File: src/bpa_pkg.sv
`timescale 1ns / 1ps

package bpa_pkg;

    localparam int PAGE_W = 16;
    localparam int CNT_W  = 17;
    localparam int CUR_W  = 18;

    localparam logic [1:0] CMD_ALLOC   = 2'd0;
    localparam logic [1:0] CMD_FREE    = 2'd1;
    localparam logic [1:0] CMD_RESERVE = 2'd2;
    localparam logic [1:0] CMD_BAD     = 2'd3;

    localparam logic [1:0] STS_OK      = 2'd0;
    localparam logic [1:0] STS_NO_RUN  = 2'd1;
    localparam logic [1:0] STS_ZERO    = 2'd2;
    localparam logic [1:0] STS_SKIPPED = 2'd3;

    typedef enum logic [1:0] {
        OP_COUNT,
        OP_SET,
        OP_CLEAR
    } bpa_op_t;

    typedef enum logic [3:0] {
        ST_INIT,
        ST_IDLE,
        ST_DECODE,
        ST_SCAN_RD,
        ST_SCAN_EV,
        ST_BIT,
        ST_MARK,
        ST_RNG_RD,
        ST_RNG_EV,
        ST_RESULT
    } bpa_state_t;

    typedef struct packed {
        logic init_wr;
        logic recount_start;
        logic req_load;
        logic scan_start;
        logic rd;
        logic scan_word;
        logic bit_step;
        logic no_run;
        logic mark;
        logic rng_eval;
        logic out_load;
    } bpa_cmd_t;

    typedef struct packed {
        logic init_last;
        logic recount_pending;
        logic req_zero;
        logic req_alloc;
        logic scan_end;
        logic sw_found;
        logic sw_mixed;
        logic bit_found;
        logic bit_wrap;
        logic rng_done;
        logic op_count;
        logic out_full;
    } bpa_stat_t;

endpackage

File: src/bpa_ctrl.sv
`timescale 1ns / 1ps

module bpa_ctrl (
    input  logic               clk,
    input  logic               rst_n,
    input  bpa_pkg::bpa_stat_t stat,
    input  logic               req_valid,
    output logic               req_ready,
    output bpa_pkg::bpa_cmd_t  cmd
);
    import bpa_pkg::*;

    bpa_state_t state_reg, state_next;

    always_ff @(posedge clk or negedge rst_n)
    begin
        if (!rst_n)
        begin
            state_reg <= ST_INIT;
        end
        else
        begin
            state_reg <= state_next;
        end
    end

    always_comb
    begin
        state_next = state_reg;
        case (state_reg)
            ST_INIT:
            begin
                if (stat.init_last)
                    state_next = ST_IDLE;
            end
            ST_IDLE:
            begin
                if (stat.recount_pending)
                    state_next = ST_RNG_RD;
                else if (req_valid)
                    state_next = ST_DECODE;
            end
            ST_DECODE:
            begin
                if (stat.req_zero)
                    state_next = ST_RESULT;
                else if (stat.req_alloc)
                    state_next = ST_SCAN_RD;
                else
                    state_next = ST_RNG_RD;
            end
            ST_SCAN_RD:
            begin
                state_next = stat.scan_end ? ST_RESULT : ST_SCAN_EV;
            end
            ST_SCAN_EV:
            begin
                if (stat.sw_found)
                    state_next = ST_MARK;
                else if (stat.sw_mixed)
                    state_next = ST_BIT;
                else
                    state_next = ST_SCAN_RD;
            end
            ST_BIT:
            begin
                if (stat.scan_end)
                    state_next = ST_RESULT;
                else if (stat.bit_found)
                    state_next = ST_MARK;
                else if (stat.bit_wrap)
                    state_next = ST_SCAN_RD;
            end
            ST_MARK:
            begin
                state_next = ST_RNG_RD;
            end
            ST_RNG_RD:
            begin
                if (stat.rng_done)
                    state_next = stat.op_count ? ST_IDLE : ST_RESULT;
                else
                    state_next = ST_RNG_EV;
            end
            ST_RNG_EV:
            begin
                state_next = ST_RNG_RD;
            end
            ST_RESULT:
            begin
                if (!stat.out_full)
                    state_next = ST_IDLE;
            end
            default:
            begin
                state_next = ST_IDLE;
            end
        endcase
    end

    always_comb
    begin
        cmd       = '0;
        req_ready = 1'b0;
        case (state_reg)
            ST_INIT:
            begin
                cmd.init_wr = 1'b1;
            end
            ST_IDLE:
            begin
                req_ready         = !stat.recount_pending;
                cmd.recount_start = stat.recount_pending;
                cmd.req_load      = !stat.recount_pending && req_valid;
            end
            ST_DECODE:
            begin
                cmd.scan_start = !stat.req_zero && stat.req_alloc;
            end
            ST_SCAN_RD:
            begin
                cmd.no_run = stat.scan_end;
                cmd.rd     = !stat.scan_end;
            end
            ST_SCAN_EV:
            begin
                cmd.scan_word = 1'b1;
            end
            ST_BIT:
            begin
                cmd.no_run   = stat.scan_end;
                cmd.bit_step = !stat.scan_end;
            end
            ST_MARK:
            begin
                cmd.mark = 1'b1;
            end
            ST_RNG_RD:
            begin
                cmd.rd = !stat.rng_done;
            end
            ST_RNG_EV:
            begin
                cmd.rng_eval = 1'b1;
            end
            ST_RESULT:
            begin
                cmd.out_load = !stat.out_full;
            end
            default:
            begin
                cmd = '0;
            end
        endcase
    end

endmodule

File: config.mk
export PLATFORM = sky130hd
export DESIGN_NAME = bpa_ctrl
export DESIGN_NICKNAME = d
export VERILOG_FILES = /design/src/bpa_pkg.sv /design/src/bpa_ctrl.sv
export SDC_FILE = /design/constraint.sdc
export NUM_CORES = 1
export LEC_CHECK = 0
export ABC_AREA = 1
export BUFFER_PORTS_ARGS = -buffer_cell sky130_fd_sc_hd__buf_2
export CAP_MARGIN = 0
export CELL_PAD_IN_SITES_DETAIL_PLACEMENT = 1
export CELL_PAD_IN_SITES_GLOBAL_PLACEMENT = 1
export CORE_ASPECT_RATIO = 1.2
export CORE_MARGIN = 1
export CORE_UTILIZATION = 30
export DETAILED_ROUTE_END_ITERATION = 16
export HOLD_SLACK_MARGIN = 0.08
export PLACE_DENSITY_LB_ADDON = 0.1
export SLEW_MARGIN = 20
export SYNTH_ARGS = -nofsm -noshare
export SYNTH_HDL_FRONTEND = slang
export SYNTH_SLANG_ARGS = --single-unit
File: constraint.sdc
create_clock -name clk -period 3.1 [get_ports clk]
set_input_delay 0 -clock clk [delete_from_list [all_inputs] [get_ports clk]]
set_output_delay 0 -clock clk [all_outputs]
set_load 0.01 [all_outputs]
==> results of run 1 <==
==> critical path: cells and delay by family, from the launching register on <==
kind                   cells  cell delay, ps
AOI/OAI and AO/OA          1             180
buffers and inverters      3             330
DFF                        1             410
and+or+nand+nor            2             280
==> final cells by class <==
cell class | instances | area share, %
clock buffers | 3 | 3.13
inverters | 16 | 8.33
multi-input cells | 70 | 50.7
flip-flops and latches | 4 | 13.9
well taps | 18 | 3.13
repair buffers | 28 | 20.8
==> where the power goes <==
| part | internal, mW | switching, mW | total (mW) |
|---|---|---|---|
| clock network | 0.0432 | 0.0197 | 0.0629 |
| registers | 0.0776 | 0.0316 | 0.109 |
| logic | 0.144 | 0.259 | 0.403 |
==> cells by family after synthesis <==
family          after synthesis
buf+inv                      16
simple gates                 61
flops                         4
compound gates                9
==> through the flow <==
stage          cells  instance area [um^2]
2_1_floorplan     90                   526
3_3_place_gp     134                   678
3_5_place_dp     134                   678
4_1_cts          139                   721
5_1_grt          139                   721
6_report         139                   721
==> timing repair <==
item / in CTS / in global routing
setup endpoints to repair: 0 / 0
hold buffers: 2 / 0
hold endpoints to repair: 5 / 0
==> final timing paths <==
path                              start      endpoint  slack, ps  cells after the start
min reg2reg                state_reg[0]  state_reg[0]        610                      2
max reg2reg                state_reg[2]  state_reg[0]       1820                      9
min                             stat[3]  state_reg[2]         90                      4
max                        state_reg[2]        cmd[3]       1680                      6
min in group asynchronous         rst_n  state_reg[3]        110                      2
max in group asynchronous         rst_n  state_reg[0]       2870                      2
==> per-layer routing <==
metal,up-vias,global-route usage (%),wire length (um)
met5,-,0,0
met4,0,2.00,0
met3,0,1.40,47
met2,20,36.1,863
met1,299,23.1,704
li1,344,-,-
==> synth_stat cells (all sizes together) <==
cell type   n  area, um^2
a21oi       3        15.0
dfrtp       4         100
inv        16        60.1
nand2      29         129
nand3       8        40.0
nand4       2        18.8
nor2       20         115
nor3        2        10.0
o211a       1        10.0
o21ai       4        20.0
o31ai       1        7.51
==> impl_metrics.py, run 1 <==
metrics = {
    "sta": {
        "slew_violations": 0,
        "setup_slack_ps": 1680,
        "whs_ps": 90.0,
        "hold_violations": 0,
        "fmax_mhz": 702,
        "finalCriticalPeriod_ps": 1420,
        "fin_setup_tns_ps": 0,
        "max_slew_margin_pct": 80.5,
        "finalCritPeriodShare_pct": 45.9,
        "setup_viol": 0,
        "rsz0062_at_grt": "no",
        "skew_ps": 3.80,
        "tightest_slew_ps": 290,
    },
    "setup_path": {
        "path_cells": "inv_1 -> nand2_1 -> nor2_1 -> o21ai_0 -> inv_1 -> buf_2",
        "path_class": "reg2out",
        "cp.required_ps": 3100,
        "arrival_ps": 1420,
        "cp-end-kind": "output port",
        "path_max_fanout": 4,
        "slowest_stage": "dfrtp_1",
        "cpMostUsedCell": "inv_1",
        "start_kind": "flop",
        "max_stage_delay_ps": 410,
    },
    "final_layout": {
        "regArea_um2": 100,
        "fill_cells": 254,
        "drive_above_1_share_pct": 35.5,
        "layout_commonest_cell": "buf_2",
        "nNetsFinal": 138,
        "largest_register_ffs": 4,
        "synthToLayoutAreaGrowth_pct": 37.1,
        "layout_common_cells": "buf_2 (26), nand2_1 (25), inv_1 (15), nor2_1 (12), nand3_1 (8)",
        "postLayoutCoreUtil_pct": 43.9,
        "num_antenna_cells": 0,
        "multiInputGateArea_um2": 365,
    },
    "synthesis": {
        "yosys_warnings": 0,
        "synth-seq-area-share_pct": 19.0,
        "synthAdderAreaFrac_pct": 0,
        "yosysUniqueCellTypes": 17,
        "synth_top_family_by_area": "simple AND/OR/NAND/NOR gates",
        "ys_seq_elements": 4,
        "synth_area_per_cell_um2": 5.84,
        "synth_xor_area_share_pct": 0,
        "synthCells": 90,
        "synth_compound_area_share_pct": 10.0,
        "synthMuxAreaShare_pct": 0,
        "netlist_area_um2": 526,
        "synthSimpleGateAreaFrac_pct": 59.5,
        "syn_nets": 105,
    },
    "routing": {
        "first_pass_iters": 3,
        "antenna_left": 0,
        "wl_um": 1620,
        "wl_per_cell_um": 11.6,
        "vias": 663,
        "viasPerCell": 4.77,
        "drcViolationCount": 0,
        "drt-initial-drc-count": 5,
    },
    "cts": {
        "cts.sinks": 4,
        "clkSlewWorstSetupHoldPaths_ps": 40,
        "clk_path_buf_depth": 2,
        "numCtsBuffers": 3,
        "clockRootBuffer": "clkbuf_4",
        "htreeDepth": 1,
        "clk_latency_ps": 230,
        "cts_tree": "yes",
        "cts_resized": 0,
        "post_cts_buffers": 0,
    },
    "hold_path": {
        "hold_class": "in2reg",
    },
    "floorplan": {
        "io_pins": 27,
        "coreArea_mm2": 0.00164,
        "die_x_um": 40.2,
        "rows": 16,
        "fp.dieArea_mm2": 0.00192,
        "start_util_pct": 32.0,
        "die-height_um": 47.8,
    },
    "place": {
        "routabilityCongestion": 0.734,
        "dpl.hpwl_um": 1420,
        "post-place-ws_ps": 1820,
        "io_buffers": 26,
    },
    "global_routing": {
        "gr-total-overflow": 0,
        "antenna_found_initial": 0,
        "first_global_vias": 600,
        "grt_pass1_wl_um": 2490,
        "grtUsageTotal_pct": 18.8,
        "grt_start_max_net_pins": 6,
    },
    "power_and_ir_drop": {
        "leakage_nw": 0.464,
        "peakVddDrop_mv": 0.305,
        "p_per_area_mw_per_mm2": 798,
        "finalPower_uw": 575,
    },
    "flow_run": {
        "max_cap_viol_count": 0,
    },
    "run_status": {
        "status": "finished, final reports clean",
    },
}
No activity file was read; power rests on OpenSTA's default activity.
==> inputs of run 2 (changes only) <==
CORE_UTILIZATION = 25   (was 30)
clock period = 1.2 ns   (was 3.1 ns; I/O delays follow)
==> impl_metrics.py, run 2 (same netlist as run 1, synthesis figures left out) <==
metrics = {
    "cts": {
        "htreeDepth": 1,
        "cts.sinks": 4,
        "clk_path_buf_depth": 2,
        "clk_latency_ps": 240,
        "cts_tree": "yes",
        "clockRootBuffer": "clkbuf_4",
        "numCtsBuffers": 3,
        "clkSlewWorstSetupHoldPaths_ps": 40,
    },
    "sta": {
        "slew_violations": 0,
        "fmax_mhz": 737,
        "setup_slack_ps": -157,
        "max_slew_margin_pct": 85.4,
        "tightest_slew_ps": 218,
        "finalCriticalPeriod_ps": 1360,
        "rsz0062_at_grt": "yes",
        "setup_viol": 13,
        "skew_ps": 7.65,
        "hold_violations": 0,
        "whs_ps": 91.4,
        "finalCritPeriodShare_pct": 113,
    },
    "place": {
        "dpl.hpwl_um": 1500,
        "routabilityCongestion": 0.796,
        "dp_cells": 143,
        "io_buffers": 26,
        "dpl-instance-area_um2": 742,
    },
    "final_layout": {
        "fin_area_um2": 962,
        "layout_common_cells": "buf_2 (21), nand2_1 (15), nor2_4 (10), inv_1 (10)",
        "fin_cells": 151,
        "largest_register_ffs": 4,
        "fill_cells": 260,
        "num_antenna_cells": 0,
        "synthToLayoutAreaGrowth_pct": 83.1,
        "layout_commonest_cell": "buf_2",
        "nNetsFinal": 149,
        "regArea_um2": 105,
        "drive_above_1_share_pct": 62.9,
        "multiInputGateArea_um2": 469,
    },
    "global_routing": {
        "first_global_vias": 759,
        "gr-total-overflow": 0,
        "grt_start_max_net_pins": 6,
        "antenna_found_initial": 0,
        "grtUsageTotal_pct": 19.6,
        "grt_pass1_wl_um": 3280,
    },
    "setup_path": {
        "r2r_setup_slack_ps": -130,
        "max_stage_delay_ps": 430,
        "cp.required_ps": 1200,
        "arrival_ps": 1360,
        "ff2ff_path_depth": 7,
        "reg2reg_to": "state_reg[2]",
        "path_class": "reg2out",
        "r2r-start": "state_reg[0]",
        "cp-end-kind": "output port",
        "start_kind": "flop",
        "path_max_fanout": 5,
        "path_cells": "inv_2 -> nor2_4 -> nand2_4 -> nor2_4 -> buf_6 -> buf_6",
        "slowest_stage": "dfrtp_2",
    },
    "routing": {
        "drt-initial-drc-count": 8,
        "vias": 725,
        "drcViolationCount": 0,
        "antenna_left": 0,
        "first_pass_iters": 4,
        "wl_um": 1960,
        "viasPerCell": 4.80,
        "wl_per_cell_um": 13.0,
    },
    "power_and_ir_drop": {
        "p_int_mw": 1.02,
        "peakVddDrop_mv": 0.917,
        "finalPower_mw": 2.13,
        "p_clk_share_pct": 8.0,
        "leakage_nw": 0.545,
        "p_comb_share_pct": 76.1,
        "switchingPower_mw": 1.11,
        "netSwitchingFraction_pct": 52.3,
        "p_per_area_mw_per_mm2": 2210,
        "pwr-share-seq_pct": 15.9,
    },
    "run_status": {
        "violations": "negative setup slack",
        "status": "finished, violations left",
    },
    "floorplan": {
        "rows": 17,
        "die_x_um": 43.9,
        "start_util_pct": 27.5,
        "die-height_um": 52.2,
        "io_pins": 27,
        "coreArea_mm2": 0.00191,
        "fp.dieArea_mm2": 0.00229,
    },
    "flow_run": {
        "max_cap_viol_count": 0,
    },
    "hold_path": {
        "hold_class": "in2async",
    },
}
[run 2: cell types whose count changed in the layout (fill, tap and decap cells not counted), moves of 5 or more]
cell | previous run | this run
buf_2 | 26 | 21
buf_4 | 0 | 8
buf_6 | 0 | 9
inv_1 | 15 | 10
nand2_1 | 25 | 15
nand2_2 | 2 | 9
nor2_4 | 4 | 10
[run 2: worst max path at each step]
stage	from	to	cells after the start
6_report	state_reg[0]	cmd[9]	6
5_1_grt	state_reg[0]	state_reg[2]	7
4_1_cts	state_reg[0]	cmd[9]	6
3_5_place_dp	state_reg[2]	state_reg[0]	8
3_3_place_gp	state_reg[2]	state_reg[0]	8
2_1_floorplan	state_reg[2]	state_reg[0]	8
[run 2: worst max-delay path, delay by kind of cell (launching register included)]
| family | cells | cell delay, ps |
|---|---|---|
| flops | 1 | 430 |
| simple gates | 3 | 430 |
| buf+inv | 3 | 260 |
[run 2: metrics by stage]
stage / setup TNS (ps) / worst slack, ps / utilization (%)
floorplan: 0 / 19.4 / -
global placement: -151 / -97.0 / 38.8
detailed placement: -218 / -100 / 38.8
CTS: -1060 / -135 / 47.3
global route: -2130 / -224 / 50.3
finish: -1260 / -157 / 50.3
[run 2: layout make-up]
| type | instances | area share (%) |
|---|---|---|
| multi-input combinational | 70 | 48.8 |
| timing repair buffer | 39 | 28.7 |
| clock buffer | 3 | 2.34 |
| sequential | 4 | 10.9 |
| tap | 19 | 2.47 |
| inverter | 16 | 6.76 |
[run 2: routing by layer]
metal / track usage [%] / wire length (um)
met1: 20.9 / 774
met2: 38.6 / 1100
met3: 1.03 / 61
met4: 8.59 / 29
met5: 0 / 0
[run 2: repair_timing]
action | CTS | global route
setup buffers | 4 | 0
endpoints found under the hold margin | 4 | 0
resized for setup | 34 | 15
pin swaps | 14 | 7
endpoints found under the setup margin | 15 | 15
hold buffers | 1 | 0
[run 2: power groups by stage]
stage	Combinational (mW)	Clock [mW]	Sequential, mW
CTS	1.47	0.171	0.330
floorplan	0.774	0	0.269
finish	1.62	0.171	0.340
global route	1.78	0.181	0.352
detailed placement	1.18	0	0.287
global placement	1.16	0	0.279
